File: src/hdl/sqvt_pkg.sv
// Shared types, constants and helper functions for the sprite quad vertex transform.
// No dependencies; imported by every module of the block except sqvt_dly.
package sqvt_pkg;

  localparam int CORDIC_STAGES_DEF = 16;
  localparam int MAX_TEX_DIM_DEF   = 16'd4096;

  localparam int POS_W   = 24;
  localparam int UV_W    = 16;
  localparam int EDGE_W  = 14;
  localparam int DIM_W   = 13;
  localparam int TRIG_W  = 32;
  localparam int LOC_W   = 36;
  localparam int PROD_W  = LOC_W + TRIG_W;
  localparam int SUM_W   = PROD_W + 1;
  localparam int CX_W    = 34;
  localparam int DIV_LAT = 18;

  localparam logic signed [CX_W-1:0] CORDIC_GAIN = 34'sd652032874;

  localparam logic [1:0] QUAD_0 = 2'd0;
  localparam logic [1:0] QUAD_1 = 2'd1;
  localparam logic [1:0] QUAD_2 = 2'd2;
  localparam logic [1:0] QUAD_3 = 2'd3;

  localparam logic REG_TEX_W = 1'b0;
  localparam logic REG_TEX_H = 1'b1;

  typedef struct packed {
    logic signed [LOC_W-1:0]  lx0;
    logic signed [LOC_W-1:0]  lx1;
    logic signed [LOC_W-1:0]  ly0;
    logic signed [LOC_W-1:0]  ly1;
    logic signed [POS_W-1:0]  px;
    logic signed [POS_W-1:0]  py;
    logic signed [TRIG_W-1:0] c;
    logic signed [TRIG_W-1:0] s;
    logic [UV_W-1:0]          u0;
    logic [UV_W-1:0]          u1;
    logic [UV_W-1:0]          v0;
    logic [UV_W-1:0]          v1;
  } sqvt_corner_in_t;

  function automatic logic signed [31:0] atan_val(input int i);
    logic signed [31:0] r;
    case (i)
      0:  r = 32'sd536870912;
      1:  r = 32'sd316933406;
      2:  r = 32'sd167458907;
      3:  r = 32'sd85004756;
      4:  r = 32'sd42667331;
      5:  r = 32'sd21354465;
      6:  r = 32'sd10679838;
      7:  r = 32'sd5340245;
      8:  r = 32'sd2670163;
      9:  r = 32'sd1335087;
      10: r = 32'sd667544;
      11: r = 32'sd333772;
      12: r = 32'sd166886;
      13: r = 32'sd83443;
      14: r = 32'sd41721;
      15: r = 32'sd20860;
      16: r = 32'sd10430;
      17: r = 32'sd5215;
      18: r = 32'sd2607;
      19: r = 32'sd1303;
      20: r = 32'sd651;
      21: r = 32'sd325;
      22: r = 32'sd162;
      23: r = 32'sd81;
      default: r = 32'sd0;
    endcase
    return r;
  endfunction

  function automatic logic signed [POS_W-1:0] sat24(input logic signed [38:0] v);
    logic signed [POS_W-1:0] r;
    if (v > 39'sd8388607) begin
      r = 24'sh7FFFFF;
    end else if (v < -39'sd8388608) begin
      r = 24'sh800000;
    end else begin
      r = v[POS_W-1:0];
    end
    return r;
  endfunction

endpackage

File: src/hdl/sqvt_div.sv
// Pipelined restoring divider: round(edge * 32768 / dim) saturated to 16 bits.
// One quotient bit per stage; depends on sqvt_pkg for widths.
module sqvt_div import sqvt_pkg::*; #(
  parameter int MAX_DIM = MAX_TEX_DIM_DEF
) (
  input  logic              clk,
  input  logic [EDGE_W-1:0] edge_val,
  input  logic [DIM_W-1:0]  dim,
  output logic [UV_W-1:0]   quot
);

  localparam int STEPS = DIV_LAT - 2;

  logic [31:0]     rem [STEPS+1];
  logic [15:0]     dd  [STEPS+1];
  logic [UV_W-1:0] qb  [STEPS+1];
  logic            sat [STEPS+1];

  logic [14:0] dimc;
  logic [15:0] dsor;
  logic [31:0] num;

  assign dimc = ({2'b0, dim} > 15'(MAX_DIM)) ? 15'(MAX_DIM) : {2'b0, dim};
  assign dsor = {dimc, 1'b0};
  assign num  = {2'b0, edge_val, 16'b0} + {17'b0, dimc};

  always_ff @(posedge clk) begin
    rem[0] <= num;
    dd[0]  <= dsor;
    qb[0]  <= '0;
    sat[0] <= (dimc == '0) || (num >= {dsor, 16'b0});
  end

  for (genvar j = 0; j < STEPS; j++) begin : g_step
    logic [31:0] trial;
    assign trial = {16'b0, dd[j]} << (STEPS - 1 - j);
    always_ff @(posedge clk) begin
      dd[j+1]  <= dd[j];
      sat[j+1] <= sat[j];
      if (rem[j] >= trial) begin
        rem[j+1] <= rem[j] - trial;
        qb[j+1]  <= qb[j] | (16'd1 << (STEPS - 1 - j));
      end else begin
        rem[j+1] <= rem[j];
        qb[j+1]  <= qb[j];
      end
    end
  end

  always_ff @(posedge clk) begin
    quot <= sat[STEPS] ? 16'hFFFF : qb[STEPS];
  end

endmodule

File: config.mk
export PLATFORM = sky130hd
export DESIGN_NAME = sqvt_div
export DESIGN_NICKNAME = d
export VERILOG_FILES = /design/src/hdl/sqvt_pkg.sv /design/src/hdl/sqvt_div.sv
export SDC_FILE = /design/constraint.sdc
export NUM_CORES = 1
export LEC_CHECK = 0
export ABC_AREA = 1
export BUFFER_PORTS_ARGS = -buffer_cell sky130_fd_sc_hd__buf_2
export CAP_MARGIN = 20
export CORE_MARGIN = 10
export CORE_UTILIZATION = 45
export DETAILED_ROUTE_END_ITERATION = 12
export GPL_TIMING_DRIVEN = 0
export PLACE_DENSITY = 0.66
export SKIP_CTS_REPAIR_TIMING = 1
export SYNTH_ARGS = -nofsm -noshare
export SYNTH_HDL_FRONTEND = slang
export SYNTH_SLANG_ARGS = --single-unit
File: constraint.sdc
create_clock -name clk -period 2.67 [get_ports clk]
set_clock_uncertainty 0.15 [all_clocks]
set_input_delay 0 -clock clk [delete_from_list [all_inputs] [get_ports clk]]
set_output_delay 0 -clock clk [all_outputs]
set_load 0.02 [all_outputs]
## Word-level counts from Yosys, hierarchy flattened

Memory sizes are Yosys's and may differ from the RTL's. A register that Yosys moved wholly into a read port is not among the register bits.
Index checks and enable logic that the tools add are counted.
Widths: inputs -> output; s select.

- Bits in registers: 0
- RAM bits: 1105
- Bits of input ports: 28
- Output and inout bits: 16
- Word-level logic and storage cells: 154
- Memories kept: 4

Memory list:

| name | depth | bits a word | rd ports | clocked after memory_dff | write ports | RTL line | text |
|---|---|---|---|---|---|---|---|
| rem | 17 | 32 | 16 | 0 | 17 | sqvt_div.sv:14 | `logic [31:0] rem [STEPS+1];` |
| dd | 17 | 16 | 16 | 0 | 17 | sqvt_div.sv:15 | `logic [15:0] dd [STEPS+1];` |
| qb | 17 | 16 | 17 | 1 | 17 | sqvt_div.sv:16 | `logic [UV_W-1:0] qb [STEPS+1];` |
| sat | 17 | 1 | 17 | 0 | 17 | sqvt_div.sv:17 | `logic sat [STEPS+1];` |

- Add/subtract/negate cells: 17
- Magnitude comparators: 18
- Multiplexer cells: 81
- Bitwise operators: 32
- Reductions and logical operators: 2

Operator list:

| kind | count |
|---|---|
| $mux 32 | 16 |
| $mux 16 | 16 |
| $mux 1 | 48 |
| $ge 32x16->1 | 1 |
| $ge 32x17->1 | 1 |
| $ge 32x18->1 | 1 |
| $ge 32x19->1 | 1 |
| $ge 32x20->1 | 1 |
| $ge 32x21->1 | 1 |
| $ge 32x22->1 | 1 |
| $ge 32x23->1 | 1 |
| $ge 32x24->1 | 1 |
| $ge 32x25->1 | 1 |
| $ge 32x26->1 | 1 |
| $ge 32x27->1 | 1 |
| $ge 32x28->1 | 1 |
| $ge 32x29->1 | 1 |
| $ge 32x30->1 | 1 |
| $ge 32x31->1 | 1 |
| $or 1x1->1 | 32 |
| $sub 32x16->32 | 1 |
| $sub 32x17->32 | 1 |
| $sub 32x18->32 | 1 |
| $sub 32x19->32 | 1 |
| 18 further kinds | 18 |

## Logic depth before layout (Yosys ltp)

- Depth after elaboration: 5
- Gate-level depth with buffers: 15
- Gate-level depth less buffers: 14

## Worst setup path before layout

No wires, ideal clock.

- Kind: reg2reg
- Start: memory rem[14][2]
- End: memory rem[15][11]
- Setup time: 0.122 ns
- Arrival: 1.846 ns
- Required time: 2.398 ns
- Setup slack: 0.551 ns
- Stages on the path, launching flop included: 15
- Path buffers: 1
- Period minus slack after synthesis: 2.119 ns
- Path through: dfxtp_1 > inv_1 > ha_1 > fa_1 > inv_1 > nand3_1 > nand2_2 > nand2_1 > nand2_1 > nand2_1 > nand2_1 > nor2_4 > buf_4 > nand2_1 > o21ai_0

RTL lines:

| what | RTL line |
|---|---|
| start, declared | sqvt_div.sv:14 |

==> metrics <==
run status=finished clean; flop-to-flop setup slack=0.11 ns; Hold WC Path Type=flip-flop to flip-flop; Cell variety after synth=48; post-route ant nets=0; dominant cell type by area after synthesis=dfxtp_1; drt wl/cell=14.6 µm; Die Span X=313 µm; IO Port Bufs=42; Synth Area per Inst=6.73 µm²; Final Critical Period=2.56 ns; setup tns final=0 ns; pin count of the biggest net entering global routing=15; Synth Area in Compound Gates=5.19%; drt drc=0; Final Slew Violations=0; placer congestion estimate=0.943; routing usage on met1=26.5%; Setup crit end=rem[7][27]$_DFF_P_; mux cell area share after synthesis=0%; Synth Area in Adders=7.82%; required time worst endpoint=3.04 ns; CP Launch Type=flip-flop; Die Y=313 µm; fillers=8630; Worst path max stage delay=0.43 ns; endpoints failing hold=0; DR vias/cell=4.81; H-tree Lvls=3; Root Buffer=clkbuf_16; RR Startpoint=rem[6][10]$_DFF_P_; final-report setup violation count=0; placed cell count=6914; Via Count=34195; Crit-path slowest cell=fa_1; vias in the first global route=32110; Syn Nets=5988; reg2reg path depth=11; Post-Layout Cell Count=7113; Lkg Pwr=0.0221 µW; post-synthesis simple-gate area fraction=34.7%; CP endpoint kind=flip-flop; main combinational cell family by area after synthesis=simple AND/OR/NAND/NOR gates; Worst-Skew Late Latency=0.63 ns; Initial Utilization=45.3%; TritonCTS clock tree=built; WP data arrival=2.94 ns; final WL=104 mm; Synth Area in XOR/XNOR=2.91%; IO Count=44; Pre-Repair DR Iteration Count=5; Slew @ Worst Pin=0.619 ns; PD cells=1200 nW/µm²; dpl hpwl=83.6 mm; critical path, cell by cell=inv_1 > ha_1 > fa_1 > nor2_1 > nor2_1 > o21bai_2 > nand2_2 > nand2_2 > nor2_4 > buf_6 > a21oi_1; Cell Area, Placed=40200 µm²; met3 Usage GRT=2.61%; EDFF count, synth=0; most instantiated library cell after synthesis=nand2_1; max-cap check violation count=0; Mapped Area=38600 µm²; DRT iter0 DRCs=2494; layer with the highest usage=met2; Post-synth top cells=nand2_1, inv_1, dfxtp_1; register area share after synthesis=38.2%; async set or reset register ratio after synthesis=0%; max_slew headroom=58.7%; share of layout cells above drive strength 1=6.69%; synthesis warning total=0; Floorplan Core Area=85100 µm²; CTS max path bufs=3; row cnt=107; Syn Inst Count=5728; Reg clk slew, reported paths=0.06 ns; Max FO, Critical Path=10; CP startpoint=rem[6][10]$_DFF_P_; VDD IR max=0.704 mV; Main synth FF type=dfxtp_1; final instance area=43500 µm²; CTS sink count=736; Die Area=97800 µm²; Yosys top cell area share=38.2%; WS Path Type=flip-flop to flip-flop; global-route wire length before repair=164 mm; Nets=6166; area grow syn2layout=12.9%; Synth Register Bits=736; unrepaired setup endpoints after global routing=no; r2r endpoint=rem[7][27]$_DFF_P_; Area contributors post-synth=dfxtp_1, nand2_1, inv_1; FMAX=390 MHz; aggregate global routing overflow=0; total CTS buffers=80; antenna violations before repair=4; met2 Use GR=34.7%; total track usage=20.5%; period utilisation layout=96.0%
==> worst max-delay path, delay by kind of cell (launching register included) <==
kind	cells	cell delay, ns
adders and majority gates	2	0.66
and+or+nand+nor	5	0.53
AOI/OAI and AO/OA	2	0.45
DFF	1	0.41
buffers and inverters	2	0.26
==> state kept, by name, summed over array words and instances, names as in the netlist <==
name / count
rem: 501
sat: 17
dd: 66
qb: 136
quot: 16
==> layout make-up <==
cell class              instances  area, µm²  area share, %
multi-input cells            3903      19600           44.9
flip-flops and latches        736      14700           33.8
inverters                    1039       3910           8.98
clock buffers                 103       2280           5.24
well taps                    1144       1430           3.29
repair buffers                 96        748           1.72
clock inverters                41        463           1.06
plain buffers                  50        402          0.923
diodes                          1       2.50        0.00575
==> cell usage in the layout, fill, tap and decap left out, drive strengths merged, types with 2 or more instances in the layout <==
cell type / instances
a21boi: 4
a21o: 3
a21oi: 201
and2: 7
and3: 4
buf: 90
bufinv: 8
clkbuf: 106
clkinv: 21
clkinvlp: 3
dfxtp: 736
dlygate4sd3: 53
fa: 15
ha: 217
inv: 1048
nand2: 2045
nand3: 349
nand3b: 48
nand4: 117
nor2: 543
nor3: 41
nor4: 10
o21a: 2
o21ai: 135
o21bai: 8
or2: 21
xnor2: 57
xor2: 71
==> cell families (layout without fill, tap and decap cells) <==
| family | after synthesis | after routing |
|---|---|---|
| simple gates | 3186 | 3186 |
| xor+xnor | 128 | 128 |
| flops | 736 | 736 |
| buf+inv | 1089 | 1329 |
| fa+ha+maj | 232 | 232 |
| other cells | 0 | 1 |
| compound gates | 357 | 357 |
==> per-stage QoR <==
stage / hold slack, ns / utilization, % / worst slack (ns) / power [µW]
global route: 0.162 / 51.1 / 0.00141 / 56400
finish: 0.161 / 51.1 / 0.106 / 52000
global placement: -0.0444 / 47.2 / 0.103 / 40300
detailed placement: -0.0405 / 47.2 / 0.0879 / 40400
floorplan: -0.122 / - / 0.551 / 34100
CTS: -0.719 / 50.5 / 0.0660 / 52000
==> how the worst min path moves through the flow <==
stage / start / to / slack, ns / cells past startpoint
2_1_floorplan: edge_val[0] / rem[0][16]$_DFF_P_ / -0.12 / 0
3_3_place_gp: edge_val[0] / rem[0][16]$_DFF_P_ / -0.04 / 1
3_5_place_dp: edge_val[0] / rem[0][16]$_DFF_P_ / -0.04 / 1
4_1_cts: edge_val[0] / rem[0][16]$_DFF_P_ / -0.72 / 1
5_1_grt: dim[12] / rem[0][12]$_DFF_P_ / 0.16 / 3
6_report: qb[12][14]$_DFF_P_ / qb[13][14]$_DFF_P_ / 0.16 / 0
==> layer usage <==
metal / up-vias / routed length, µm
li1: 17924 / -
met1: 15283 / 47900
met2: 791 / 47800
met3: 197 / 4790
met4: 0 / 3500
met5: - / 0
==> power breakdown <==
group	internal [µW]	leakage [µW]	switching, µW
logic	8380	0.0146	15700
registers	14200	0.00614	2420
clock network	6840	0.00136	4540
Note: power is estimated with default switching activity, not from simulation.
