**src/hdl/sqvt_pkg.sv**
```systemverilog
// Shared types, constants and helper functions for the sprite quad vertex transform.
// No dependencies; imported by every module of the block except sqvt_dly.
package sqvt_pkg;

  localparam int CORDIC_STAGES_DEF = 16;
  localparam int MAX_TEX_DIM_DEF   = 16'd4096;

  localparam int POS_W   = 24;
  localparam int UV_W    = 16;
  localparam int EDGE_W  = 14;
  localparam int DIM_W   = 13;
  localparam int TRIG_W  = 32;
  localparam int LOC_W   = 36;
  localparam int PROD_W  = LOC_W + TRIG_W;
  localparam int SUM_W   = PROD_W + 1;
  localparam int CX_W    = 34;
  localparam int DIV_LAT = 18;

  localparam logic signed [CX_W-1:0] CORDIC_GAIN = 34'sd652032874;

  localparam logic [1:0] QUAD_0 = 2'd0;
  localparam logic [1:0] QUAD_1 = 2'd1;
  localparam logic [1:0] QUAD_2 = 2'd2;
  localparam logic [1:0] QUAD_3 = 2'd3;

  localparam logic REG_TEX_W = 1'b0;
  localparam logic REG_TEX_H = 1'b1;

  typedef struct packed {
    logic signed [LOC_W-1:0]  lx0;
    logic signed [LOC_W-1:0]  lx1;
    logic signed [LOC_W-1:0]  ly0;
    logic signed [LOC_W-1:0]  ly1;
    logic signed [POS_W-1:0]  px;
    logic signed [POS_W-1:0]  py;
    logic signed [TRIG_W-1:0] c;
    logic signed [TRIG_W-1:0] s;
    logic [UV_W-1:0]          u0;
    logic [UV_W-1:0]          u1;
    logic [UV_W-1:0]          v0;
    logic [UV_W-1:0]          v1;
  } sqvt_corner_in_t;

  function automatic logic signed [31:0] atan_val(input int i);
    logic signed [31:0] r;
    case (i)
      0:  r = 32'sd536870912;
      1:  r = 32'sd316933406;
      2:  r = 32'sd167458907;
      3:  r = 32'sd85004756;
      4:  r = 32'sd42667331;
      5:  r = 32'sd21354465;
      6:  r = 32'sd10679838;
      7:  r = 32'sd5340245;
      8:  r = 32'sd2670163;
      9:  r = 32'sd1335087;
      10: r = 32'sd667544;
      11: r = 32'sd333772;
      12: r = 32'sd166886;
      13: r = 32'sd83443;
      14: r = 32'sd41721;
      15: r = 32'sd20860;
      16: r = 32'sd10430;
      17: r = 32'sd5215;
      18: r = 32'sd2607;
      19: r = 32'sd1303;
      20: r = 32'sd651;
      21: r = 32'sd325;
      22: r = 32'sd162;
      23: r = 32'sd81;
      default: r = 32'sd0;
    endcase
    return r;
  endfunction

  function automatic logic signed [POS_W-1:0] sat24(input logic signed [38:0] v);
    logic signed [POS_W-1:0] r;
    if (v > 39'sd8388607) begin
      r = 24'sh7FFFFF;
    end else if (v < -39'sd8388608) begin
      r = 24'sh800000;
    end else begin
      r = v[POS_W-1:0];
    end
    return r;
  endfunction

endpackage

```
**src/hdl/sqvt_cordic.sv**
```systemverilog
// Pipelined rotation-mode CORDIC giving cosine and sine in Q.28 from a binary angle.
// Depends on sqvt_pkg (gain, arctangent values, quadrant codes).
module sqvt_cordic import sqvt_pkg::*; #(
  parameter int STAGES = CORDIC_STAGES_DEF
) (
  input  logic                     clk,
  input  logic [15:0]              angle,
  output logic signed [TRIG_W-1:0] cos_q,
  output logic signed [TRIG_W-1:0] sin_q
);

  logic signed [CX_W-1:0] xs [STAGES+1];
  logic signed [CX_W-1:0] ys [STAGES+1];
  logic signed [31:0]     zs [STAGES+1];
  logic [1:0]             qs [STAGES+1];

  logic [31:0] a_full;
  logic [31:0] a_bias;
  logic [1:0]  quad;
  logic signed [CX_W-1:0] cr;
  logic signed [CX_W-1:0] sr;

  assign a_full = {angle, 16'b0};
  assign a_bias = a_full + 32'h2000_0000;
  assign quad   = a_bias[31:30];

  always_ff @(posedge clk) begin
    xs[0] <= CORDIC_GAIN;
    ys[0] <= '0;
    zs[0] <= $signed(a_full - {quad, 30'b0});
    qs[0] <= quad;
  end

  for (genvar i = 0; i < STAGES; i++) begin : g_iter
    always_ff @(posedge clk) begin
      if (zs[i] >= 0) begin
        xs[i+1] <= xs[i] - (ys[i] >>> i);
        ys[i+1] <= ys[i] + (xs[i] >>> i);
        zs[i+1] <= zs[i] - atan_val(i);
      end else begin
        xs[i+1] <= xs[i] + (ys[i] >>> i);
        ys[i+1] <= ys[i] - (xs[i] >>> i);
        zs[i+1] <= zs[i] + atan_val(i);
      end
      qs[i+1] <= qs[i];
    end
  end

  assign cr = (xs[STAGES] + 34'sd2) >>> 2;
  assign sr = (ys[STAGES] + 34'sd2) >>> 2;

  always_ff @(posedge clk) begin
    case (qs[STAGES])
      QUAD_0: begin
        cos_q <= cr[TRIG_W-1:0];
        sin_q <= sr[TRIG_W-1:0];
      end
      QUAD_1: begin
        cos_q <= -sr[TRIG_W-1:0];
        sin_q <= cr[TRIG_W-1:0];
      end
      QUAD_2: begin
        cos_q <= -cr[TRIG_W-1:0];
        sin_q <= -sr[TRIG_W-1:0];
      end
      default: begin
        cos_q <= sr[TRIG_W-1:0];
        sin_q <= -cr[TRIG_W-1:0];
      end
    endcase
  end

endmodule

```
**config.mk**
```make
export PLATFORM = sky130hd
export DESIGN_NAME = sqvt_cordic
export DESIGN_NICKNAME = d
export VERILOG_FILES = /design/src/hdl/sqvt_pkg.sv /design/src/hdl/sqvt_cordic.sv
export SDC_FILE = /design/constraint.sdc
export NUM_CORES = 2
export LEC_CHECK = 0
export BUFFER_PORTS_ARGS = -buffer_cell sky130_fd_sc_hd__buf_2
export CORE_UTILIZATION = 65
export CTS_BUF_LIST = sky130_fd_sc_hd__clkbuf_4 sky130_fd_sc_hd__clkbuf_8
export CTS_CLUSTER_DIAMETER = 120
export DETAILED_ROUTE_END_ITERATION = 10
export GPL_TIMING_DRIVEN = 0
export PLACE_DENSITY = 0.81
export SLEW_MARGIN = 20
export SYNTH_ARGS = -nofsm -noshare
export SYNTH_HDL_FRONTEND = slang
export SYNTH_SLANG_ARGS = --single-unit
```
**constraint.sdc**
```tcl
create_clock -name clk -period 6.7 [get_ports clk]
set_clock_uncertainty 0.15 [all_clocks]
set_input_delay 0.335 -clock clk [delete_from_list [all_inputs] [get_ports clk]]
set_output_delay 0.335 -clock clk [all_outputs]
set_load 0.05 [all_outputs]
```
* After elaboration in Yosys (flattened, before gate mapping)
Memory sizes are Yosys's and may differ from the RTL's.
Cells that the tools add are included.
** Operators by class
- $add $sub $neg :: 101
- Order comparisons :: 16
- Equality and inequality tests :: 2
- Mux-type cells :: 98
- Bitwise logic cells :: 48
- Reductions and logical operators :: 1
** Operators with widths (count)
- $mux W34 :: 32
- $ge A32 B1 Y1 const B :: 16
- $mux W32 :: 16
- $pmux W32 S3 :: 2
- $add A34 B19 Y34 :: 2
- $add A34 B20 Y34 :: 2
- $add A34 B21 Y34 :: 2
- $add A34 B22 Y34 :: 2
- $add A34 B23 Y34 :: 2
- $add A34 B24 Y34 :: 2
- $add A34 B25 Y34 :: 2
- $add A34 B26 Y34 :: 2
- $add A34 B27 Y34 :: 2
- $add A34 B28 Y34 :: 2
- $add A34 B29 Y34 :: 2
- $add A34 B3 Y34 const B :: 2
- $add A34 B30 Y34 :: 2
- $add A34 B31 Y34 :: 2
- $add A34 B32 Y34 :: 2
- $add A34 B33 Y34 :: 2
- $sub A34 B19 Y34 :: 2
- $sub A34 B20 Y34 :: 2
- $sub A34 B21 Y34 :: 2
- $sub A34 B22 Y34 :: 2
- 52 further kinds :: 160
** Storage, ports and cells
- Register bits :: 64
- Bits in writable memories :: 1734
- Input bits :: 17
- Output and inout port bits :: 64
- Word-level logic and storage cells :: 272
- Memories :: 4
** Memory list
- xs :: depth 17, width 34, rd ports 17, clocked after Yosys merged registers in 0, wr ports 17, RTL line sqvt_cordic.sv:12 : logic signed [CX_W-1:0] xs [STAGES+1];
- ys :: depth 17, width 34, rd ports 17, clocked after Yosys merged registers in 0, wr ports 17, RTL line sqvt_cordic.sv:13 : logic signed [CX_W-1:0] ys [STAGES+1];
- zs :: depth 17, width 32, rd ports 16, clocked after Yosys merged registers in 0, wr ports 17, RTL line sqvt_cordic.sv:14 : logic signed [31:0] zs [STAGES+1];
- qs :: depth 17, width 2, rd ports 17, clocked after Yosys merged registers in 0, wr ports 17, RTL line sqvt_cordic.sv:15 : logic [1:0] qs [STAGES+1];

* Depth between registers and ports, before layout
An unclocked memory read counts as a cell.
- Depth after elaboration :: 5
- Gate-level depth with buffers :: 22
- Depth with buffers taken out :: 22

* Least setup slack after synthesis
Ideal clock, no wire load.
- Path kind :: register -> register
- Start :: memory ys[4][10]
- End :: memory xs[5][32]
- Library setup time :: 0.072 ns
- Arrival time :: 4.686 ns
- Required time :: 6.478 ns
- Path slack :: 1.792 ns
- Cell stages (with the launch flop) :: 17
- Path buffers :: 1
- Clock period less this slack :: 4.908 ns
- Cell sequence :: dfxtp_1 or4_4 or3_4 or4_1 or3_1 o31ai_1 xor2_1 ha_1 clkbuf_1 a211o_1 a2111o_1 o21ai_0 o31ai_1 or4_1 a31o_2 a21oi_1 xnor2_1
** RTL lines (RTL line)
- start: declaration :: sqvt_cordic.sv:13
- end: declaration :: sqvt_cordic.sv:12

==> results_dict.tcl <==
set metrics [dict create \
    status "complete, no violations" \
    final_nets 14669 \
    antenna_found_initial 10 \
    worstReg2RegEnd "xs[4][32]" \
    dieArea_um2 170000 \
    port_buffers 80 \
    clk_pin_slew_ns 0.06 \
    ys_types 110 \
    fmax_mhz 157 \
    syn_inst 12865 \
    grt_pass1_wl_um 497000 \
    timing.final.crit_share_pct 95.0 \
    htree_levels 5 \
    async_flop_share_pct 0 \
    worst_slew_pin_slew_ns 1.21 \
    stdcell_area_um2 119000 \
    synth-xor-area-share_pct 15.4 \
    rsz0062_at_grt "no" \
    dieWidth_um 412 \
    drc_errors 0 \
    grt_pass1_vias 94508 \
    grt_overflow 0 \
    fp.dieH_um 412 \
    worstPathRequired_ns 7.45 \
    yosysSeqAreaShare_pct 27.7 \
    finalHoldViolations 0 \
    yosys_warnings 0 \
    avgSynthCellArea_um2 8.51 \
    cts_made_buffers 274 \
    cts.path.max_buffers 4 \
    cp_max_fo 10 \
    grt_max_degree 32 \
    core-area_um2 167000 \
    clkLatencyLatePin_ns 1.07 \
    drtPass1Iterations 8 \
    wl_per_cell_um 20.2 \
    slew_viol_final 0 \
    hold_class "input pin to flip-flop" \
    synth_mux_area_share_pct 0.380 \
    hpwl_um 249000 \
    final_layout_size_suffix_gt1_share_pct 5.60 \
    post-route-min-period_ns 6.37 \
    io_pins 81 \
    ys_ff_latch 1513 \
    synth_compound_area_share_pct 22.7 \
    rows 150 \
    ant_nets 0 \
    worstPathArrival_ns 7.12 \
    syn_nets 14278 \
    worstSetupPathType "flip-flop to flip-flop" \
    maxCapViolations 0 \
    vias 98110 \
    synthToLayoutAreaGrowth_pct 8.46 \
    cts-root-buf "clkbuf_8" \
    end_kind "flip-flop" \
    postPlaceCellArea_um2 113000 \
    cp-start-kind "flip-flop" \
    cp-endpoint "xs[4][32]" \
    final_util_pct 71.0 \
    dominantRegCellSynth "dfxtp_1" \
    start_util_pct 65.4 \
    cts_tree "done" \
    syn-cell-area_um2 109000 \
    drt_iter0_markers 8007 \
    synth_top_family_by_area "compound AO/OA/AOI/OAI gates" \
    worstReg2RegStart "zs[3][31]" \
    grt_use_total_pct 35.9 \
    ff2ff_path_depth 16 \
    clock-sinks 1513 \
    setup_viol 0 \
    synth_fa_ha_area_share_pct 16.2 \
    routed_wl_um 316000 \
    viasPerCell 6.27 \
    synthSimpleGateAreaFrac_pct 15.2 \
    synth_edf_count 0 \
    place_congestion 0.998 \
    slew-limit-headroom_pct 18.8 \
    post_cts_buffers 0 \
    r2r_slack_ns 0.33 \
    critPathLaunch "zs[3][31]" \
]
[how the worst min path moves through the flow]
stage               from         to  slack [ns]  cells after the start
3_3_place_gp   qs[0][11]  qs[0][13]        0.16                      0
6_report       angle[13]  zs[0][30]        0.10                      4
2_1_floorplan   qs[0][8]  qs[0][10]        0.16                      0
3_5_place_dp    qs[0][0]   qs[0][2]        0.16                      0
5_1_grt        angle[13]  zs[0][30]        0.08                      4
4_1_cts        angle[13]  zs[0][31]        0.01                      4
[layer usage]
metal | routed length [µm] | up-vias | global-route usage [%]
met5 | 31 | - | 0
met4 | 16300 | 4 | 17.5
met3 | 21300 | 957 | 5.60
met2 | 145000 | 4000 | 60.3
met1 | 133000 | 45898 | 44.6
li1 | - | 47251 | -
[Yosys cell counts (236+ instances only)]
library cell	count	area share, %
o21a_1	236	1.6
nor2_1	950	3.3
ha_1	1355	15
nand2_1	850	2.9
o21ai_0	844	3.9
a21oi_1	1092	5.0
a21o_1	507	3.5
inv_1	500	1.7
nor3_1	269	1.2
xor2_1	674	5.4
dfxtp_1	1513	28
nand3_1	240	1.1
xnor2_1	1244	10
[repair_timing]
| item | CTS | global route |
|---|---|---|
| endpoints found under the hold margin | 18 | 0 |
| resized for setup | 0 | 7 |
| hold buffers | 33 | 0 |
| setup endpoints to repair | 0 | 13 |
[placed cells by master, fill, tap and decap left out, types with 49 or more instances in the layout]
cell type  synthesis  layout
or3_1            148     148
nand4_1           96      96
dfxtp_1         1513    1511
clkbuf_4           0      59
o21bai_1         187     187
nand2b_1         203     203
a21o_1           507     507
a21oi_1         1092    1092
clkbuf_1         175     172
o41ai_1          105     103
o31ai_1          217     217
o211ai_1          49      49
buf_2             13      94
a31oi_1          105     105
a211oi_1          96      96
nor3_1           269     268
o21ai_0          844     844
nand2_1          850     850
xnor2_1         1244    1244
or4_1             89      89
clkbuf_8           0     324
nor2_1           950     950
ha_1            1355    1355
nor2b_1          145     145
xor2_1           674     674
and2_1            58      58
inv_1            500     494
o21a_1           236     236
or2_2             68      68
and3_1           126     126
nor4_1            55      55
nand3_1          240     240
[cell type report]
cell class / instances / area [µm²]
plain buffers: 209 / 831
diodes: 9 / 22.5
inverters: 503 / 1890
clock buffers: 383 / 4900
fillers: 13252 / 48500
clock inverters: 71 / 776
well taps: 2204 / 2760
flip-flops and latches: 1513 / 30300
multi-input cells: 10640 / 76500
repair buffers: 115 / 763
[registers in the layout, summed over array words and instances, names as in the netlist]
signal,count
qs,34
zs,423
sin_q,32
xs,483
ys,509
cos_q,32
[per-stage QoR]
step / setup TNS [ns] / hold WS (ns) / std cells / worst slack (ns)
4_1_cts: 0 / 0.0144 / 15637 / 0.206
5_1_grt: 0 / 0.0830 / 15640 / 0.0538
3_5_place_dp: 0 / 0.162 / 15150 / 0.214
6_report: 0 / 0.101 / 15647 / 0.333
3_3_place_gp: -0.0988 / 0.162 / 15149 / -0.0988
2_1_floorplan: 0 / 0.160 / 12865 / 1.79
[cell families after synthesis]
logic type	after synthesis
AOI/OAI and AO/OA	3873
and+or+nand+nor	3412
xor gates and xnor gates	1919
DFF	1513
adders and majority gates	1396
buffers and inverters	712
muxes	40
[critical path: stages, from the launching register on]
cell and delay [ns]:
dfxtp_1 0.61, clkbuf_1 0.57, clkbuf_1 0.47, clkbuf_1 0.58, mux2i_1 0.26, fa_1 0.48, a21o_1 0.18, a21oi_1 0.24
o21ai_0 0.19, a31o_2 0.34, a21oi_1 0.26, o21ai_0 0.19, o41ai_1 0.56, o21ai_0 0.28, o21ai_0 0.45, o21ai_0 0.20
xor2_1 0.19
Power is not shown: default switching activity piles up to over one toggle a cycle in this logic, so the estimate is an artifact.
